===== src/hw/rtl/les_pkg.sv =====
// les_pkg: shared types, constants and the control program of the lorenz euler step block
// depends on nothing; imported by les_sequencer, les_datapath and lorenz_euler_step

package les_pkg;

	// default sizes of the top level parameters
	localparam int WORD_WIDTH_DEF = 32;
	localparam int FRAC_BITS_DEF  = 24;

	// fixed field widths
	localparam int TIME_W     = 41;
	localparam int STEP_W     = 25;
	localparam int INDEX_W    = 24;
	localparam int CFG_IDX_W  = 3;
	localparam int TPROD_W    = INDEX_W + STEP_W;
	localparam int TSUM_W     = TPROD_W + 2;

	// operand width of the datapath, product digit size
	localparam int OPND_W         = 64;
	localparam int DIGIT_W        = 16;
	localparam int NUM_DIGITS_DEF = 2;

	// reset value of the run length
	localparam int MAX_STEPS_RST = 30001;

	// register indexes of the configuration port
	localparam logic [CFG_IDX_W-1:0] REG_SIGMA      = 3'd0;
	localparam logic [CFG_IDX_W-1:0] REG_RHO        = 3'd1;
	localparam logic [CFG_IDX_W-1:0] REG_BETA       = 3'd2;
	localparam logic [CFG_IDX_W-1:0] REG_STEP_SIZE  = 3'd3;
	localparam logic [CFG_IDX_W-1:0] REG_START_TIME = 3'd4;
	localparam logic [CFG_IDX_W-1:0] REG_MAX_STEPS  = 3'd5;

	// item kind on the input side
	localparam logic FUNC_RESTART = 1'b0;

	// datapath operations
	localparam logic [1:0] OP_NOP = 2'd0;
	localparam logic [1:0] OP_SUB = 2'd1;
	localparam logic [1:0] OP_MAC = 2'd2;
	localparam logic [1:0] OP_UPD = 2'd3;

	// operand sources
	localparam logic [2:0] SRC_X    = 3'd0;
	localparam logic [2:0] SRC_Y    = 3'd1;
	localparam logic [2:0] SRC_Z    = 3'd2;
	localparam logic [2:0] SRC_T0   = 3'd3;
	localparam logic [2:0] SRC_T1   = 3'd4;
	localparam logic [2:0] SRC_T2   = 3'd5;
	localparam logic [2:0] SRC_P    = 3'd6;
	localparam logic [2:0] SRC_ZERO = 3'd7;

	// multiplier digit sources
	localparam logic [2:0] MSEL_SIGMA = 3'd0;
	localparam logic [2:0] MSEL_RHO   = 3'd1;
	localparam logic [2:0] MSEL_BETA  = 3'd2;
	localparam logic [2:0] MSEL_STEP  = 3'd3;
	localparam logic [2:0] MSEL_Y     = 3'd4;
	localparam logic [2:0] MSEL_Z     = 3'd5;

	// destinations
	localparam logic [2:0] DST_T0 = 3'd0;
	localparam logic [2:0] DST_T1 = 3'd1;
	localparam logic [2:0] DST_T2 = 3'd2;
	localparam logic [2:0] DST_X  = 3'd3;
	localparam logic [2:0] DST_Y  = 3'd4;
	localparam logic [2:0] DST_Z  = 3'd5;

	// program counter
	localparam int PC_W = 5;
	localparam logic [PC_W-1:0] PC_EMIT = 5'd18;

	// one control word of the program
	typedef struct packed {
		logic [1:0] op;
		logic [2:0] asel;
		logic [2:0] bsel;
		logic [2:0] msel;
		logic [2:0] dst;
		logic       loop;
		logic       tmul;
		logic       tupd;
		logic       done;
	} ucode_t;

	// control issued by the sequencer in the current cycle
	typedef struct packed {
		logic [1:0] op;
		logic [2:0] asel;
		logic [2:0] bsel;
		logic [2:0] msel;
		logic [2:0] dst;
		logic       first;
		logic       tmul;
		logic       tupd;
		logic       done;
	} ctrl_t;

	function automatic ucode_t uc_word(input logic [1:0] op, input logic [2:0] asel,
			input logic [2:0] bsel, input logic [2:0] msel, input logic [2:0] dst,
			input logic loop, input logic tmul, input logic tupd, input logic done);
		ucode_t w;
		w.op   = op;
		w.asel = asel;
		w.bsel = bsel;
		w.msel = msel;
		w.dst  = dst;
		w.loop = loop;
		w.tmul = tmul;
		w.tupd = tupd;
		w.done = done;
		return w;
	endfunction

	// program rom: derivatives first, then the three coordinate updates
	function automatic ucode_t ucode(input logic [PC_W-1:0] pc);
		ucode_t w;
		case (pc)
			// t0 = y - x, start the time product
			5'd0:  w = uc_word(OP_SUB, SRC_Y, SRC_X, MSEL_SIGMA, DST_T0, 1'b0, 1'b1, 1'b0, 1'b0);
			// dx = sigma * t0
			5'd1:  w = uc_word(OP_MAC, SRC_T0, SRC_ZERO, MSEL_SIGMA, DST_T0, 1'b1, 1'b0, 1'b0, 1'b0);
			5'd2:  w = uc_word(OP_SUB, SRC_P, SRC_ZERO, MSEL_SIGMA, DST_T0, 1'b0, 1'b0, 1'b0, 1'b0);
			// dy = rho * x - x * z - y
			5'd3:  w = uc_word(OP_MAC, SRC_X, SRC_ZERO, MSEL_RHO, DST_T1, 1'b1, 1'b0, 1'b0, 1'b0);
			5'd4:  w = uc_word(OP_SUB, SRC_P, SRC_ZERO, MSEL_RHO, DST_T1, 1'b0, 1'b0, 1'b0, 1'b0);
			5'd5:  w = uc_word(OP_MAC, SRC_X, SRC_ZERO, MSEL_Z, DST_T1, 1'b1, 1'b0, 1'b0, 1'b0);
			5'd6:  w = uc_word(OP_SUB, SRC_T1, SRC_P, MSEL_Z, DST_T1, 1'b0, 1'b0, 1'b0, 1'b0);
			5'd7:  w = uc_word(OP_SUB, SRC_T1, SRC_Y, MSEL_Z, DST_T1, 1'b0, 1'b0, 1'b0, 1'b0);
			// dz = x * y - beta * z
			5'd8:  w = uc_word(OP_MAC, SRC_X, SRC_ZERO, MSEL_Y, DST_T2, 1'b1, 1'b0, 1'b0, 1'b0);
			5'd9:  w = uc_word(OP_SUB, SRC_P, SRC_ZERO, MSEL_Y, DST_T2, 1'b0, 1'b0, 1'b0, 1'b0);
			5'd10: w = uc_word(OP_MAC, SRC_Z, SRC_ZERO, MSEL_BETA, DST_T2, 1'b1, 1'b0, 1'b0, 1'b0);
			5'd11: w = uc_word(OP_SUB, SRC_T2, SRC_P, MSEL_BETA, DST_T2, 1'b0, 1'b0, 1'b0, 1'b0);
			// x += h * dx
			5'd12: w = uc_word(OP_MAC, SRC_T0, SRC_ZERO, MSEL_STEP, DST_X, 1'b1, 1'b0, 1'b0, 1'b0);
			5'd13: w = uc_word(OP_UPD, SRC_X, SRC_P, MSEL_STEP, DST_X, 1'b0, 1'b0, 1'b0, 1'b0);
			// y += h * dy
			5'd14: w = uc_word(OP_MAC, SRC_T1, SRC_ZERO, MSEL_STEP, DST_Y, 1'b1, 1'b0, 1'b0, 1'b0);
			5'd15: w = uc_word(OP_UPD, SRC_Y, SRC_P, MSEL_STEP, DST_Y, 1'b0, 1'b0, 1'b0, 1'b0);
			// z += h * dz, settle the sample time
			5'd16: w = uc_word(OP_MAC, SRC_T2, SRC_ZERO, MSEL_STEP, DST_Z, 1'b1, 1'b0, 1'b0, 1'b0);
			5'd17: w = uc_word(OP_UPD, SRC_Z, SRC_P, MSEL_STEP, DST_Z, 1'b0, 1'b0, 1'b1, 1'b0);
			// hand the sample to the output register
			default: w = uc_word(OP_NOP, SRC_ZERO, SRC_ZERO, MSEL_STEP, DST_T0,
				1'b0, 1'b0, 1'b0, 1'b1);
		endcase
		return w;
	endfunction

endpackage


===== src/hw/rtl/les_sequencer.sv =====
// les_sequencer: program counter, digit counter and control rom lookup
// depends on les_pkg (control word types and the program)

module les_sequencer #(
	parameter int NUM_DIGITS = les_pkg::NUM_DIGITS_DEF
) (
	input  logic           clk,
	input  logic           arst_n,
	input  logic           start,
	input  logic           start_emit,
	input  logic           out_free,
	output logic           busy,
	output les_pkg::ctrl_t ctrl
);
	import les_pkg::*;

	localparam int DIG_W = $clog2(NUM_DIGITS);
	localparam logic [DIG_W-1:0] DIG_LAST = DIG_W'(NUM_DIGITS - 1);

	logic            busy_q;
	logic [PC_W-1:0] pc_q;
	logic [DIG_W-1:0] dig_q;
	ucode_t          word;

	assign word = ucode(pc_q);
	assign busy = busy_q;

	// issue the current word while running
	always_comb begin
		ctrl = '0;
		ctrl.op = OP_NOP;
		if (busy_q) begin
			ctrl.op    = word.op;
			ctrl.asel  = word.asel;
			ctrl.bsel  = word.bsel;
			ctrl.msel  = word.msel;
			ctrl.dst   = word.dst;
			ctrl.first = (dig_q == '0);
			ctrl.tmul  = word.tmul;
			ctrl.tupd  = word.tupd;
			ctrl.done  = word.done && out_free;
		end
	end

	// program counter with entry dispatch, digit loop and stall on the final word
	always_ff @(posedge clk or negedge arst_n) begin
		if (!arst_n) begin
			busy_q <= 1'b0;
			pc_q   <= '0;
			dig_q  <= '0;
		end else if (start) begin
			busy_q <= 1'b1;
			pc_q   <= start_emit ? PC_EMIT : '0;
			dig_q  <= '0;
		end else if (busy_q) begin
			if (word.done) begin
				if (out_free) begin
					busy_q <= 1'b0;
				end
			end else if (word.loop && dig_q != DIG_LAST) begin
				dig_q <= dig_q + 1'b1;
			end else begin
				dig_q <= '0;
				pc_q  <= pc_q + 1'b1;
			end
		end
	end

	// the digit counter only runs on a looping word
	a_dig_loop: assert property (@(posedge clk) disable iff (!arst_n)
		dig_q != '0 |-> busy_q && word.loop)
		else $error("digit counter active outside a multiply word");

endmodule


===== config.mk =====
export PLATFORM = sky130hd
export DESIGN_NAME = les_sequencer
export DESIGN_NICKNAME = d
export VERILOG_FILES = /design/src/hw/rtl/les_pkg.sv /design/src/hw/rtl/les_sequencer.sv
export SDC_FILE = /design/constraint.sdc
export NUM_CORES = 1
export LEC_CHECK = 0
export ABC_AREA = 1
export BUFFER_PORTS_ARGS = -buffer_cell sky130_fd_sc_hd__clkbuf_2
export CELL_PAD_IN_SITES_DETAIL_PLACEMENT = 1
export CELL_PAD_IN_SITES_GLOBAL_PLACEMENT = 1
export CORE_MARGIN = 2
export CORE_UTILIZATION = 34
export DETAILED_ROUTE_END_ITERATION = 7
export PLACE_DENSITY = 0.87
export SLEW_MARGIN = 40
export SYNTH_ARGS = -nofsm -noshare
export SYNTH_HDL_FRONTEND = slang
export SYNTH_SLANG_ARGS = --single-unit

===== constraint.sdc =====
create_clock -name clk -period 1.55 [get_ports clk]
set_input_delay 0.155 -clock clk [delete_from_list [all_inputs] [get_ports clk]]
set_output_delay 0.155 -clock clk [all_outputs]
set_load 0.005 [all_outputs]

-- Word-level counts from Yosys, hierarchy flattened
Memory sizes are Yosys's and may differ from the RTL's.
Cells that the tools add are included.
- add/sub/neg operators: 2
- multiply operators: 0
- div/mod/pow operators: 0
- order comparisons: 0
- eq/ne operators: 2
- shift-type cells: 0
- multiplexer cells: 14
- bitwise gates (word level): 1
- reductions and logical operators: 5
- operators with widths (cell ; number):
    5-bit 2-to-1 mux ; 5
    18-bit 2-to-1 mux ; 1
    1-bit 2-to-1 mux ; 8
    5-bit by 1-bit adder with 5-bit output (second input constant) ; 1
    2-bit != test (second input constant) ; 2
    3-bit AND reduction ; 1
    1-bit logical AND ; 2
    2-bit AND reduction ; 1
    2-bit nonzero test ; 1
    1-bit adder (second input constant) ; 1
    1-bit inverter ; 1
- flip-flop bits (word level): 7
- latch bits: 0
- bits in writable memories: 0
- ROM bits: 576
- input bits: 5
- output and inout bits: 19
- logic and storage cells: 28
- memories: 1
- memories (memory ; words ; bits a word ; read ports ; clocked after Yosys merged registers in ; wr ports ; RTL line ; text):
    (name not given) ; 32 ; 18 ; 1 ; 0 ; 0 ; les_pkg.sv:118 ; case (pc)

-- Logic depth before layout (Yosys ltp)
- word-level depth: 6
- depth in mapped cells: 12
- depth with buffers taken out: 12

-- Least setup slack after synthesis
No wires, ideal clock.
- path kind: register -> register
- from: reg pc_q[1]
- to: reg pc_q[0]
- library setup time: 117 ps
- data arrival time: 1303 ps
- data required time: 1433 ps
- setup slack: 130 ps
- cell stages (with the launch flop): 13
- path buffers: 0
- period minus slack after synthesis: 1420 ps
- cell sequence: dfrtp_1 inv_1 ha_1 inv_1 nand2_1 nand2_1 nand2_1 nand2_1 nand2_2 nand2_4 nand2_4 nand2_1 nand2_1
- longest elaborated chain between the ends: 4
- elaborated cells between the ends (all ways): 5
- those cells by class: eq/ne (2); reduce/logical (2); memory (1)
- RTL lines (item ; RTL line ; text):
    from (decl) ; les_sequencer.sv:21 ; logic [PC_W-1:0] pc_q;
    from (signal assigned) ; les_sequencer.sv:53 ; pc_q <= start_emit ? PC_EMIT : '0;
    from (signal assigned) ; les_sequencer.sv:64 ; pc_q <= pc_q + 1'b1;
    memory read 32 x 18 bit (*) ; -- ;
    1-bit logical AND ; les_sequencer.sv:60 ; end else if (word.loop && dig_q != DIG_LAST) begin
    2-bit != test (no line) ; -- ;
    3-bit AND reduction (no line) (*) ; -- ;
Mark *: on every way between the ends. The rest lies on a longest branch, timed or not.
A chain may end at the register's enable or synchronous reset.

==> metrics.cfg <==
[run_status]
status=complete, but fails checks
violations=negative setup slack

[critical_path]
path_max_fanout=5
reg2reg_depth=12
crit-reg2reg-launch=pc_q[0]$_DFFE_PN0P_
cp-start-kind=register
required_ns=1.39
end_kind=output port
cp_data_arrival_time_ns=1.77
startpoint=pc_q[0]$_DFFE_PN0P_
crit_type=register to output port

[route]
wl_um=4200
vias=1162
drc=0
drt-pass1-iter-count=4
drt_iter0_drc=23
vias_per_cell=5.56
ant_nets=0
wire_per_inst_um=20.1

[timing]
setup_tns_ns=-2.75
max_slew_margin_pct=78.9
hold_viol_final=0
hold_ws_ns=0.245
clock.fmax_mhz=521
skew_ns=0.000841
final-max-slew-violation-count=0
worst_pin_slew_ns=0.316
finalWorstSetupSlack_ns=-0.371
rsz0062_at_grt=yes
setup_viol=17
fin_crit_sh_pct=124
fin_crit_ns=1.92

[flow_run]
cap_viol_max_count=0

[place]
dpl.hpwl_um=2390
globalplace.congestion=0.907
portBuffers=23

[synthesis]
synth_fa_ha_area_share_pct=11.9
yosys.area_share.simple_pct=39.7
netlist_area_um2=841
synth_xor_area_share_pct=0
syn_nets=148
synth_compound_area_share_pct=17.7
yosysSeqAreaShare_pct=20.8
synth_top_family_by_area=simple AND/OR/NAND/NOR gates
synth_cell_types=24
ys_ff_latch=7
syn_avg_cell_area_um2=6.23
synthMuxAreaShare_pct=0
ys_warn_count=0
syn_inst=135

[power]
peakVddDrop_mv=1.27
pwr-share-seq_pct=12.9
power.switching_mw=1.65
power.share.clock_pct=5.6
p_int_mw=1.48
powerDensity_nw_per_um2=2240
power.share.combinational_pct=81.5
p_sw_share_pct=52.8
p_leak_nw=0.681
fin_total_pwr_mw=3.13

[floorplanning]
rows=18
io_pins=24
die_y_um=53.7
core_um2=2410
dieArea_um2=2890
initial_core_util_pct=34.9
die_w_um=53.7

[global_routing]
grt_overflow_total=0
grt_max_degree=10
grtUsageTotal_pct=26.2
grt_pass1_vias=1132
antenna_found_initial=0
grt_pass1_wl_um=5400

[clock_network]
tritoncts=done
clk_pin_slew_ns=0.05
clock_latency_ns=0.26
cts_made_buffers=3
clockBufferDepth=2
cts_root_buffer=clkbuf_4
cts-htree-levels=1
clock-sinks=7

[min_path]
hp-class=input pin to register
min_path_cells=4
hold_path_startpoint=start

[layout]
nFillCells=309
nNetsFinal=193
drive_above_1_share_pct=57.5
diodes=0
area_growth_pct=65.8

[cells by family after synthesis]
logic type               after synthesis
AO/OA/AOI/OAI                         25
adder cells (fa/ha/maj)                8
buffers and inverters                 20
flip-flops                             7
AND/OR/NAND/NOR                       75
[layout by cell type (no fill, tap or decap)]
cell / n
o21bai_1: 1
nor3_2: 3
nand2_1: 27
buf_4: 11
ha_4: 6
a31o_2: 1
buf_2: 9
clkinv_4: 1
a21boi_1: 2
nand2_8: 2
a21oi_1: 2
dfrtp_2: 6
nor2_2: 2
nor2_1: 15
dfrtp_1: 1
dlygate4sd3_1: 1
o21ai_2: 3
a21oi_2: 6
o21ai_1: 1
ha_2: 2
o211ai_1: 2
inv_1: 8
clkbuf_4: 3
clkbuf_2: 14
or2_2: 1
buf_6: 9
a31oi_1: 1
nor2_4: 1
nand2_2: 15
a211oi_1: 1
inv_2: 3
inv_4: 4
clkbuf_1: 1
nand3_1: 7
nand2_4: 1
o21ai_0: 5
nor4_1: 1
[worst max-delay path: stages, from the launching register on]
cell      delay, ns
dfrtp_2        0.47
buf_6          0.14
ha_4           0.16
inv_4          0.05
ha_4           0.14
nand2_2        0.07
o211ai_1       0.15
nor2_1         0.18
buf_2          0.16
[metrics by stage]
step / setup WS, ns / cells / instance area [µm²] / utilization (%)
6_report: -0.371 / 209 / 1390 / 57.8
5_1_grt: -0.413 / 209 / 1390 / 57.8
4_1_cts: -0.176 / 208 / 1310 / 54.2
3_5_place_dp: -0.0638 / 194 / 1050 / 43.4
3_3_place_gp: 0.0515 / 194 / 1050 / 43.4
2_1_floorplan: 0.130 / 135 / 841 / -
[Yosys cell counts]
cell / n / share of area, %
nand2_1: 38 / 17
nor2_1: 17 / 7.6
inv_1: 15 / 6.7
o21ai_0: 9 / 5.4
ha_1: 8 / 12
a21oi_1: 7 / 4.2
dfrtp_1: 7 / 21
nand3_1: 7 / 4.2
nand2_2: 4 / 3.0
buf_2: 3 / 1.8
nand2_4: 3 / 4.0
nor3_1: 3 / 1.8
a21boi_0: 2 / 1.8
o211ai_1: 2 / 1.8
a211oi_1: 1 / 0.89
a21oi_2: 1 / 1.0
a31o_2: 1 / 1.0
a31oi_1: 1 / 0.74
buf_4: 1 / 0.89
inv_2: 1 / 0.45
nor2_2: 1 / 0.74
nor4_1: 1 / 0.74
o21bai_1: 1 / 0.89
or2_2: 1 / 0.74
[routing by layer]
layer	track usage, %	wire, µm	up-vias
met1	29.5	1580	566
met4	14.5	164	0
met5	0	0	-
li1	-	-	525
met2	47.0	2230	53
met3	3.61	229	18
[worst paths after layout]
kind,endpoint,slack (ns)
min reg2reg,dig_q$_DFFE_PN0P_,0.58
max reg2reg,pc_q[1]$_DFFE_PN0P_,-0.01
min in group asynchronous,pc_q[0]$_DFFE_PN0P_,0.27
max,ctrl[4],-0.37
min,pc_q[2]$_DFFE_PN0P_,0.24
max in group asynchronous,busy$_DFF_PN0_,1.09
[power groups by stage]
stage               combinational, mW  clock, mW  sequential [mW]
floorplan                        1.00          0            0.313
global placement                 1.59          0            0.341
detailed placement               1.66          0            0.346
CTS                              2.15      0.180            0.371
global route                     2.70      0.183            0.409
finish                           2.55      0.176            0.402
[flip-flops by register name (all words and copies together) (netlist names)]
signal and count:
dig_q 1, pc_q 5, busy 1
[what timing repair did]
action	4_1_cts	5_1_grt
hold endpoints to repair	7	0
buffers inserted	9	1
resized for setup	53	32
cloned	0	0
hold buffers	1	0
pin swaps	7	9
setup endpoints to repair	21	23
[area by class of cell]
cell class,instances,area [µm²],share of cell area [%]
clock buffers,4,26.3,1.89
inverters,16,75.1,5.39
multi-input cells,108,763,54.8
flip-flops and latches,7,183,13.1
well taps,30,37.5,2.69
repair buffers,44,309,22.2
(Power assumes the default switching activity.)
