[src/hw/rtl/les_pkg.sv]
// les_pkg: shared types, constants and the control program of the lorenz euler step block
// depends on nothing; imported by les_sequencer, les_datapath and lorenz_euler_step

package les_pkg;

	// default sizes of the top level parameters
	localparam int WORD_WIDTH_DEF = 32;
	localparam int FRAC_BITS_DEF  = 24;

	// fixed field widths
	localparam int TIME_W     = 41;
	localparam int STEP_W     = 25;
	localparam int INDEX_W    = 24;
	localparam int CFG_IDX_W  = 3;
	localparam int TPROD_W    = INDEX_W + STEP_W;
	localparam int TSUM_W     = TPROD_W + 2;

	// operand width of the datapath, product digit size
	localparam int OPND_W         = 64;
	localparam int DIGIT_W        = 16;
	localparam int NUM_DIGITS_DEF = 2;

	// reset value of the run length
	localparam int MAX_STEPS_RST = 30001;

	// register indexes of the configuration port
	localparam logic [CFG_IDX_W-1:0] REG_SIGMA      = 3'd0;
	localparam logic [CFG_IDX_W-1:0] REG_RHO        = 3'd1;
	localparam logic [CFG_IDX_W-1:0] REG_BETA       = 3'd2;
	localparam logic [CFG_IDX_W-1:0] REG_STEP_SIZE  = 3'd3;
	localparam logic [CFG_IDX_W-1:0] REG_START_TIME = 3'd4;
	localparam logic [CFG_IDX_W-1:0] REG_MAX_STEPS  = 3'd5;

	// item kind on the input side
	localparam logic FUNC_RESTART = 1'b0;

	// datapath operations
	localparam logic [1:0] OP_NOP = 2'd0;
	localparam logic [1:0] OP_SUB = 2'd1;
	localparam logic [1:0] OP_MAC = 2'd2;
	localparam logic [1:0] OP_UPD = 2'd3;

	// operand sources
	localparam logic [2:0] SRC_X    = 3'd0;
	localparam logic [2:0] SRC_Y    = 3'd1;
	localparam logic [2:0] SRC_Z    = 3'd2;
	localparam logic [2:0] SRC_T0   = 3'd3;
	localparam logic [2:0] SRC_T1   = 3'd4;
	localparam logic [2:0] SRC_T2   = 3'd5;
	localparam logic [2:0] SRC_P    = 3'd6;
	localparam logic [2:0] SRC_ZERO = 3'd7;

	// multiplier digit sources
	localparam logic [2:0] MSEL_SIGMA = 3'd0;
	localparam logic [2:0] MSEL_RHO   = 3'd1;
	localparam logic [2:0] MSEL_BETA  = 3'd2;
	localparam logic [2:0] MSEL_STEP  = 3'd3;
	localparam logic [2:0] MSEL_Y     = 3'd4;
	localparam logic [2:0] MSEL_Z     = 3'd5;

	// destinations
	localparam logic [2:0] DST_T0 = 3'd0;
	localparam logic [2:0] DST_T1 = 3'd1;
	localparam logic [2:0] DST_T2 = 3'd2;
	localparam logic [2:0] DST_X  = 3'd3;
	localparam logic [2:0] DST_Y  = 3'd4;
	localparam logic [2:0] DST_Z  = 3'd5;

	// program counter
	localparam int PC_W = 5;
	localparam logic [PC_W-1:0] PC_EMIT = 5'd18;

	// one control word of the program
	typedef struct packed {
		logic [1:0] op;
		logic [2:0] asel;
		logic [2:0] bsel;
		logic [2:0] msel;
		logic [2:0] dst;
		logic       loop;
		logic       tmul;
		logic       tupd;
		logic       done;
	} ucode_t;

	// control issued by the sequencer in the current cycle
	typedef struct packed {
		logic [1:0] op;
		logic [2:0] asel;
		logic [2:0] bsel;
		logic [2:0] msel;
		logic [2:0] dst;
		logic       first;
		logic       tmul;
		logic       tupd;
		logic       done;
	} ctrl_t;

	function automatic ucode_t uc_word(input logic [1:0] op, input logic [2:0] asel,
			input logic [2:0] bsel, input logic [2:0] msel, input logic [2:0] dst,
			input logic loop, input logic tmul, input logic tupd, input logic done);
		ucode_t w;
		w.op   = op;
		w.asel = asel;
		w.bsel = bsel;
		w.msel = msel;
		w.dst  = dst;
		w.loop = loop;
		w.tmul = tmul;
		w.tupd = tupd;
		w.done = done;
		return w;
	endfunction

	// program rom: derivatives first, then the three coordinate updates
	function automatic ucode_t ucode(input logic [PC_W-1:0] pc);
		ucode_t w;
		case (pc)
			// t0 = y - x, start the time product
			5'd0:  w = uc_word(OP_SUB, SRC_Y, SRC_X, MSEL_SIGMA, DST_T0, 1'b0, 1'b1, 1'b0, 1'b0);
			// dx = sigma * t0
			5'd1:  w = uc_word(OP_MAC, SRC_T0, SRC_ZERO, MSEL_SIGMA, DST_T0, 1'b1, 1'b0, 1'b0, 1'b0);
			5'd2:  w = uc_word(OP_SUB, SRC_P, SRC_ZERO, MSEL_SIGMA, DST_T0, 1'b0, 1'b0, 1'b0, 1'b0);
			// dy = rho * x - x * z - y
			5'd3:  w = uc_word(OP_MAC, SRC_X, SRC_ZERO, MSEL_RHO, DST_T1, 1'b1, 1'b0, 1'b0, 1'b0);
			5'd4:  w = uc_word(OP_SUB, SRC_P, SRC_ZERO, MSEL_RHO, DST_T1, 1'b0, 1'b0, 1'b0, 1'b0);
			5'd5:  w = uc_word(OP_MAC, SRC_X, SRC_ZERO, MSEL_Z, DST_T1, 1'b1, 1'b0, 1'b0, 1'b0);
			5'd6:  w = uc_word(OP_SUB, SRC_T1, SRC_P, MSEL_Z, DST_T1, 1'b0, 1'b0, 1'b0, 1'b0);
			5'd7:  w = uc_word(OP_SUB, SRC_T1, SRC_Y, MSEL_Z, DST_T1, 1'b0, 1'b0, 1'b0, 1'b0);
			// dz = x * y - beta * z
			5'd8:  w = uc_word(OP_MAC, SRC_X, SRC_ZERO, MSEL_Y, DST_T2, 1'b1, 1'b0, 1'b0, 1'b0);
			5'd9:  w = uc_word(OP_SUB, SRC_P, SRC_ZERO, MSEL_Y, DST_T2, 1'b0, 1'b0, 1'b0, 1'b0);
			5'd10: w = uc_word(OP_MAC, SRC_Z, SRC_ZERO, MSEL_BETA, DST_T2, 1'b1, 1'b0, 1'b0, 1'b0);
			5'd11: w = uc_word(OP_SUB, SRC_T2, SRC_P, MSEL_BETA, DST_T2, 1'b0, 1'b0, 1'b0, 1'b0);
			// x += h * dx
			5'd12: w = uc_word(OP_MAC, SRC_T0, SRC_ZERO, MSEL_STEP, DST_X, 1'b1, 1'b0, 1'b0, 1'b0);
			5'd13: w = uc_word(OP_UPD, SRC_X, SRC_P, MSEL_STEP, DST_X, 1'b0, 1'b0, 1'b0, 1'b0);
			// y += h * dy
			5'd14: w = uc_word(OP_MAC, SRC_T1, SRC_ZERO, MSEL_STEP, DST_Y, 1'b1, 1'b0, 1'b0, 1'b0);
			5'd15: w = uc_word(OP_UPD, SRC_Y, SRC_P, MSEL_STEP, DST_Y, 1'b0, 1'b0, 1'b0, 1'b0);
			// z += h * dz, settle the sample time
			5'd16: w = uc_word(OP_MAC, SRC_T2, SRC_ZERO, MSEL_STEP, DST_Z, 1'b1, 1'b0, 1'b0, 1'b0);
			5'd17: w = uc_word(OP_UPD, SRC_Z, SRC_P, MSEL_STEP, DST_Z, 1'b0, 1'b0, 1'b1, 1'b0);
			// hand the sample to the output register
			default: w = uc_word(OP_NOP, SRC_ZERO, SRC_ZERO, MSEL_STEP, DST_T0,
				1'b0, 1'b0, 1'b0, 1'b1);
		endcase
		return w;
	endfunction

endpackage

[src/hw/rtl/les_datapath.sv]
// les_datapath: coordinate registers, temporaries, digit serial multiply accumulate,
// saturating subtract and coordinate update; depends on les_pkg

module les_datapath #(
	parameter int WORD_WIDTH = les_pkg::WORD_WIDTH_DEF,
	parameter int FRAC_BITS  = les_pkg::FRAC_BITS_DEF,
	parameter int NUM_DIGITS = les_pkg::NUM_DIGITS_DEF
) (
	input  logic                               clk,
	input  logic                               arst_n,
	input  les_pkg::ctrl_t                     ctrl,
	input  logic                               load,
	input  logic                               clear,
	input  logic signed [WORD_WIDTH-1:0]       init_x,
	input  logic signed [WORD_WIDTH-1:0]       init_y,
	input  logic signed [WORD_WIDTH-1:0]       init_z,
	input  logic signed [WORD_WIDTH-1:0]       sigma,
	input  logic signed [WORD_WIDTH-1:0]       rho,
	input  logic signed [WORD_WIDTH-1:0]       beta,
	input  logic        [les_pkg::STEP_W-1:0]  step_size,
	output logic signed [WORD_WIDTH-1:0]       pos_x,
	output logic signed [WORD_WIDTH-1:0]       pos_y,
	output logic signed [WORD_WIDTH-1:0]       pos_z,
	output logic                               overflow
);
	import les_pkg::*;

	localparam int MW     = NUM_DIGITS * DIGIT_W;
	localparam int AW     = OPND_W + MW;
	localparam int PROD_W = OPND_W + DIGIT_W + 1;

	localparam logic signed [OPND_W-1:0] S64_MAX = {1'b0, {(OPND_W-1){1'b1}}};
	localparam logic signed [OPND_W-1:0] S64_MIN = {1'b1, {(OPND_W-1){1'b0}}};
	localparam logic signed [WORD_WIDTH-1:0] SW_MAX = {1'b0, {(WORD_WIDTH-1){1'b1}}};
	localparam logic signed [WORD_WIDTH-1:0] SW_MIN = {1'b1, {(WORD_WIDTH-1){1'b0}}};

	logic signed [WORD_WIDTH-1:0] x_q, y_q, z_q;
	logic signed [OPND_W-1:0]     t0_q, t1_q, t2_q;
	logic signed [AW-1:0]         acc_q;
	logic        [MW-1:0]         mreg_q;
	logic                         ovf_q;

	logic signed [AW-1:0]         acc_shr;
	logic signed [OPND_W-1:0]     mul_res;
	logic signed [OPND_W-1:0]     opa, opb;
	logic signed [MW-1:0]         msrc;
	logic signed [DIGIT_W:0]      digit;
	logic signed [PROD_W-1:0]     prod;
	logic signed [AW-1:0]         acc_next;
	logic signed [OPND_W:0]       diff, sum;
	logic signed [OPND_W-1:0]     sub_res;
	logic signed [WORD_WIDTH-1:0] upd_res;
	logic                         upd_hit;

	// product scaled back by the fraction bits and saturated to 64 bits
	always_comb begin
		acc_shr = acc_q >>> FRAC_BITS;
		if ((&acc_shr[AW-1:OPND_W-1]) || !(|acc_shr[AW-1:OPND_W-1])) begin
			mul_res = acc_shr[OPND_W-1:0];
		end else begin
			mul_res = acc_shr[AW-1] ? S64_MIN : S64_MAX;
		end
	end

	// operand a
	always_comb begin
		case (ctrl.asel)
			SRC_X:   opa = OPND_W'(x_q);
			SRC_Y:   opa = OPND_W'(y_q);
			SRC_Z:   opa = OPND_W'(z_q);
			SRC_T0:  opa = t0_q;
			SRC_T1:  opa = t1_q;
			SRC_T2:  opa = t2_q;
			SRC_P:   opa = mul_res;
			default: opa = '0;
		endcase
	end

	// operand b
	always_comb begin
		case (ctrl.bsel)
			SRC_X:   opb = OPND_W'(x_q);
			SRC_Y:   opb = OPND_W'(y_q);
			SRC_Z:   opb = OPND_W'(z_q);
			SRC_T0:  opb = t0_q;
			SRC_T1:  opb = t1_q;
			SRC_T2:  opb = t2_q;
			SRC_P:   opb = mul_res;
			default: opb = '0;
		endcase
	end

	// multiplier digit source
	always_comb begin
		case (ctrl.msel)
			MSEL_SIGMA: msrc = MW'(sigma);
			MSEL_RHO:   msrc = MW'(rho);
			MSEL_BETA:  msrc = MW'(beta);
			MSEL_STEP:  msrc = MW'({1'b0, step_size});
			MSEL_Y:     msrc = MW'(y_q);
			MSEL_Z:     msrc = MW'(z_q);
			default:    msrc = '0;
		endcase
	end

	// horner accumulation, most significant (signed) digit first
	always_comb begin
		if (ctrl.first) begin
			digit = (DIGIT_W + 1)'($signed(msrc[MW-1 -: DIGIT_W]));
		end else begin
			digit = $signed({1'b0, mreg_q[MW-1 -: DIGIT_W]});
		end
		prod = opa * digit;
		if (ctrl.first) begin
			acc_next = AW'(prod);
		end else begin
			acc_next = (acc_q <<< DIGIT_W) + AW'(prod);
		end
	end

	// saturating subtract and clamped coordinate update
	always_comb begin
		diff = (OPND_W + 1)'(opa) - (OPND_W + 1)'(opb);
		if (diff[OPND_W] != diff[OPND_W-1]) begin
			sub_res = diff[OPND_W] ? S64_MIN : S64_MAX;
		end else begin
			sub_res = diff[OPND_W-1:0];
		end
		sum = (OPND_W + 1)'(opa) + (OPND_W + 1)'(opb);
		if ((&sum[OPND_W:WORD_WIDTH-1]) || !(|sum[OPND_W:WORD_WIDTH-1])) begin
			upd_res = sum[WORD_WIDTH-1:0];
			upd_hit = 1'b0;
		end else begin
			upd_res = sum[OPND_W] ? SW_MIN : SW_MAX;
			upd_hit = 1'b1;
		end
	end

	// coordinates and overflow flag
	always_ff @(posedge clk or negedge arst_n) begin
		if (!arst_n) begin
			x_q   <= '0;
			y_q   <= '0;
			z_q   <= '0;
			ovf_q <= 1'b0;
		end else begin
			if (load) begin
				x_q <= init_x;
				y_q <= init_y;
				z_q <= init_z;
			end else if (ctrl.op == OP_UPD) begin
				if (ctrl.dst == DST_X) x_q <= upd_res;
				if (ctrl.dst == DST_Y) y_q <= upd_res;
				if (ctrl.dst == DST_Z) z_q <= upd_res;
			end
			if (clear) begin
				ovf_q <= 1'b0;
			end else if (ctrl.op == OP_UPD && upd_hit) begin
				ovf_q <= 1'b1;
			end
		end
	end

	// temporaries, accumulator and digit shifter
	always_ff @(posedge clk) begin
		if (ctrl.op == OP_SUB) begin
			if (ctrl.dst == DST_T0) t0_q <= sub_res;
			if (ctrl.dst == DST_T1) t1_q <= sub_res;
			if (ctrl.dst == DST_T2) t2_q <= sub_res;
		end
		if (ctrl.op == OP_MAC) begin
			acc_q <= acc_next;
			if (ctrl.first) begin
				mreg_q <= msrc << DIGIT_W;
			end else begin
				mreg_q <= mreg_q << DIGIT_W;
			end
		end
	end

	assign pos_x    = x_q;
	assign pos_y    = y_q;
	assign pos_z    = z_q;
	assign overflow = ovf_q;

	// saturation is only flagged by a coordinate update
	a_ovf_src: assert property (@(posedge clk) disable iff (!arst_n)
		$rose(ovf_q) |-> $past(ctrl.op) == OP_UPD)
		else $error("overflow flag set outside a coordinate update");

endmodule

[config.mk]
export PLATFORM = sky130hd
export DESIGN_NAME = les_datapath
export DESIGN_NICKNAME = d
export VERILOG_FILES = /design/src/hw/rtl/les_pkg.sv /design/src/hw/rtl/les_datapath.sv
export SDC_FILE = /design/constraint.sdc
export NUM_CORES = 2
export LEC_CHECK = 0
export ABC_AREA = 1
export BUFFER_PORTS_ARGS = -buffer_cell sky130_fd_sc_hd__buf_2
export CORE_MARGIN = 2
export CORE_UTILIZATION = 30
export CTS_CLUSTER_DIAMETER = 30
export DETAILED_ROUTE_END_ITERATION = 12
export HOLD_SLACK_MARGIN = 0.06
export SLEW_MARGIN = 20
export SYNTH_ARGS = -nofsm -noshare
export SYNTH_HDL_FRONTEND = slang
export SYNTH_SLANG_ARGS = --single-unit
[constraint.sdc]
create_clock -name clk -period 11 [get_ports clk]
set_clock_uncertainty 0.2 [all_clocks]
set_input_delay 1.1 -clock clk [delete_from_list [all_inputs] [get_ports clk]]
set_output_delay 1.1 -clock clk [all_outputs]
set_load 0.1 [all_outputs]
After elaboration in Yosys (flattened, before gate mapping)
Index checks and enable logic that the tools add are counted.
Operators by class
  add/sub/neg operators: 3
  multipliers: 1
  equal/unequal tests: 26
  muxes and demuxes: 24
  reduce and logical (&&, ||, !) cells: 24
Operator list (count)
  64-bit case mux with 7 select lines: 2
  32-bit 2-to-1 mux: 12
  64-bit 2-to-1 mux: 4
  32-bit case mux with 6 select lines: 1
  96-bit by 81-bit adder with 96-bit output: 1
  96-bit 2-to-1 mux: 1
  64-bit by 17-bit multiplier with 81-bit output: 1
  64-bit by 64-bit adder with 65-bit output: 1
  64-bit by 64-bit subtractor with 65-bit output: 1
  34-bit AND reduction: 1
  34-bit OR reduction: 1
  3-bit equality test, second input constant: 10
  3-bit by 2-bit equality test with 1-bit output, second input constant: 8
  17-bit 2-to-1 mux: 1
  3-bit by 1-bit equality test with 1-bit output, second input constant: 4
  3-bit zero test: 4
  2-bit AND reduction: 6
  2-bit nonzero test: 5
  9-bit AND reduction: 1
  9-bit OR reduction: 1
  2-bit equality test, second input constant: 2
  1-bit 2-to-1 mux: 3
  2-bit by 1-bit equality test with 1-bit output, second input constant: 1
  1-bit zero test: 2
  other kinds (3): 4
Storage, ports and cells
  register bits: 417

Longest topological paths before layout
  depth after elaboration: 13
  depth in mapped cells: 56
  mapped depth without buffers: 53

Worst setup path after synthesis
OpenSTA, ideal clock, no wires.
  kind: in2reg
  from: in ctrl[15] in the netlist's numbering
  to: reg acc_q[86] (data pin)
  library setup time: 0.256 ns
  data arrival time: 10.088 ns
  required time: 10.544 ns
  setup slack: 0.456 ns
  cell stages on the path: 48
  path through: clkbuf_1 nor3_2 inv_1 nor2_1 nor3_2 clkinv_1 clkbuf_1 nor2_1 nand2_1 clkbuf_1 nand2_1 fa_1 inv_1 fa_1 inv_1 fa_1 inv_1 fa_1 (+12 left out) nor2_1 o21ai_1 nand3_1 nand2_1 nand2_1 nand2_1 nand2_1 xor2_1 ha_1 a21oi_1 inv_1 a31oi_1 o21ai_0 a311oi_1 nand3_1 or2_2 nand3_1 nand2_1
On the way
  longest elaborated chain between the ends: 5
RTL lines
  start: declaration: RTL line les_datapath.sv:11  | input les_pkg::ctrl_t ctrl,
  3-bit equality test, or another cell as far along: RTL line les_datapath.sv:67  | case (ctrl.asel)
  64-bit case mux with 7 select lines (*): RTL line les_datapath.sv:67
  64-bit by 17-bit multiplier with 81-bit output (*): RTL line les_datapath.sv:113  | prod = opa * digit;
  96-bit by 81-bit adder with 96-bit output: RTL line les_datapath.sv:117  | acc_next = (acc_q <<< DIGIT_W) + AW'(prod);
  96-bit 2-to-1 mux (*): RTL line les_datapath.sv:114  | if (ctrl.first) begin
  via acc_next[86]: RTL line les_datapath.sv:49  | logic signed [AW-1:0] acc_next;
  end signal: assignment: RTL line les_datapath.sv:172  | acc_q <= acc_next;
  end: declaration: RTL line les_datapath.sv:39  | logic signed [AW-1:0] acc_q;
Mark *: on every way through the listed nets, which the timed path passes. The rest lies on a longest branch.
A chain may end at the register's enable or synchronous reset.

Final worst setup path
  from: reg acc_q[90]
  to: reg acc_q[86] (data pin)
On the way
  longest elaborated chain between the ends: 8
RTL lines
  9-bit OR reduction: RTL line les_datapath.sv:58  | if ((&acc_shr[AW-1:OPND_W-1]) || !(|acc_shr[AW-1:OPND_W-1])) begin
  1-bit zero test: RTL line les_datapath.sv:58
  1-bit logical OR (*): RTL line les_datapath.sv:58
  64-bit 2-to-1 mux (*): RTL line les_datapath.sv:58
  64-bit case mux with 7 select lines (*): RTL line les_datapath.sv:67
  64-bit by 17-bit multiplier with 81-bit output (*): RTL line les_datapath.sv:113
  96-bit by 81-bit adder with 96-bit output: RTL line les_datapath.sv:117
  96-bit 2-to-1 mux (*): RTL line les_datapath.sv:114
  via acc_next[86]: RTL line les_datapath.sv:49
Marked as above.

==> run metrics <==
Setup-failing EPs final=0; hpwl dp=278000 µm; post-route ant nets=0; vias in the first global route=74800; FMAX=0.0934 GHz; Yosys reg bits=401; crit start category=flop; H-tree lvl count=3; Residual DRC=0; GRT overflow=0; Layout Utilization=38.4%; mapped cell area=75200 µm²; clk buf depth=3; routed wire length=326000 µm; CP Class=flop to flop; post-route cell area=95700 µm²; Post-CTS Hold Buffers=0; initial antenna violation count=15; synth warn=0; Slew @ Worst Pin=1.31 ns; Initial Util=30.2%; Yosys top cell area share=26.8%; All-Layer GR Usage=25.2%; Final #Nets=13800; Post-synth EDFFs=304; commonest non-fill, non-tap cell in the layout=nand2_1; # IOs=336; Fin Hold WS=0.177 ns; Critical Path RT=11.28 ns; leading post-synthesis cells by cell area=fa_1, nand2_1, edfxtp_1; DR iter-0 viols=8059; crit path max fanout=23; row count=183; Primary FF master, synth=edfxtp_1; post-place setup slack=-0.541 ns; post-synth top area cell=fa_1; critical path's largest stage delay=0.55 ns; die area=255000 µm²; Area after DPL=91400 µm²; Post-synth ARST share=24.2%; period utilisation layout=97.4%; PnR worst setup slack=0.290 ns; max-capacitance violation count=0; Seq/Total Area, Yosys=15.4%; Hold Fails Final Rpt=0; DR pass1 iterations=8; die width=505 µm; slew margin rel.=10.4%; Top delay family on crit path=adder cells; Routability Congestion=1.03; most used cell along the critical path=inv_1; pin count of the biggest net entering global routing=81; Skew-Pair Late Insertion Delay=0.78 ns; CTS Sinks=401; area delta synth->final=27.2%; port bufs=332; Distinct cells, synth=59; CP arrival=10.99 ns; syn_area_per_cell=7.08 µm²; wire length per cell=21.0 µm; global-route wire length before repair=483000 µm; CP bufs+invs=16; CTS root buf=clkbuf_16; Net Count, Synth=12300; CTS tree=built; Via density=4.93; Filler Cells Inserted=26300; Slew Viols, Final=0; post-route minimum period=10.71 ns; Core Area=249000 µm²; Min-Delay Path Class=primary input to async pin; commonest cells after routing, fill and taps aside=nand2_1, inv_1, buf_4; layout cells sized above 1=18.7%; RSZ-0062 raised after global routing=true; CTS Buf Count=98; Die Span Y=505 µm; Reg clk slew, reported paths=0.05 ns; via count=76800; Post-Synthesis Cells=10600; Critical Path Slowest Stage Cell=fa_1; critical path endpoint category=flop; run status=finished, final reports clean
-- what timing repair did --
item                       in CTS  in global routing
gates resized for setup         0                148
setup buffers                   0                 15
setup endpoints to repair       0                 47
-- kinds of logic (layout without fill, tap and decap cells) --
group           Yosys count  count (layout)  share of synthesized area [%]
other cells               0               9                              0
simple gates           4339            4339                           23.1
flops                   401             401                           15.4
xor+xnor                206             206                           2.40
fa+ha+maj              1404            1404                           33.4
buf+inv                2788            4391                           14.1
compound gates         1478            1478                           11.6
-- worst reg2reg max path: cells and delay by family, from the launching register on --
kind | cells | cell delay (ns)
xor gates and xnor gates | 1 | 0.21
AOI/OAI and AO/OA | 8 | 1.57
adders and majority gates | 8 | 3.72
DFF | 1 | 0.40
and+or+nand+nor | 16 | 2.43
buffers and inverters | 16 | 1.95
-- final timing paths --
kind                       slack (ns)         to      start  cells after the start
min                              0.18  pos_x[15]     arst_n                      1
max                              0.29  acc_q[86]  acc_q[90]                     49
max in group asynchronous        9.19   pos_x[4]     arst_n                      2
min in group clk                 0.27   overflow      clear                      2
max reg2reg                      0.29  acc_q[86]  acc_q[90]                     49
min reg2reg                      0.31   overflow   overflow                      2
-- metal layers --
| layer | share of wire [%] | track usage [%] | up-vias |
|---|---|---|---|
| met5 | 0.026 | 0 | - |
| met4 | 7.1 | 14.7 | 14 |
| met3 | 8.2 | 4.19 | 699 |
| met2 | 45 | 40.4 | 3532 |
| met1 | 40 | 31.9 | 36800 |
| li1 | - | - | 35700 |
-- layout make-up --
type / count / area (µm²) / area share (%)
antenna: 9 / 22.5 / 0.0235
multi-input combinational: 7427 / 53600 / 56.0
clock inverter: 76 / 961 / 1.00
timing repair buffer: 1784 / 13700 / 14.3
clock buffer: 109 / 2540 / 2.66
sequential: 401 / 11600 / 12.1
tap: 3330 / 4170 / 4.35
inverter: 2422 / 9160 / 9.57
-- synth_stat cells, types with 58 or more instances --
library cell	count
a221oi_1	59
a21oi_1	455
inv_2	68
clkbuf_1	271
ha_1	399
edfxtp_1	304
fa_1	1005
clkinv_1	63
o22ai_1	131
nand3_1	259
nor2_1	1242
a31oi_1	130
buf_2	58
nor3_1	74
dfrtp_1	97
xor2_1	149
o21ai_0	428
nand2_1	2543
inv_1	2291
nand4_1	66
-- state kept, by name (all words and copies together) (netlist names) --
register and flops:
t2_q 64, t0_q 64, pos_z 32, mreg_q 16
overflow 1, pos_y 32, acc_q 96, pos_x 32
t1_q 64
-- stage by stage --
| stage | std cells | setup TNS, ns |
|---|---|---|
| 6_report | 15600 | 0 |
| 5_1_grt | 15600 | -0.134 |
| 4_1_cts | 15500 | 0 |
| 3_5_place_dp | 15300 | -10.40 |
| 3_3_place_gp | 15300 | -12.78 |
| 2_1_floorplan | 10600 | 0 |
Power is not shown: default switching activity piles up to over one toggle a cycle in this logic, so the estimate is an artifact.
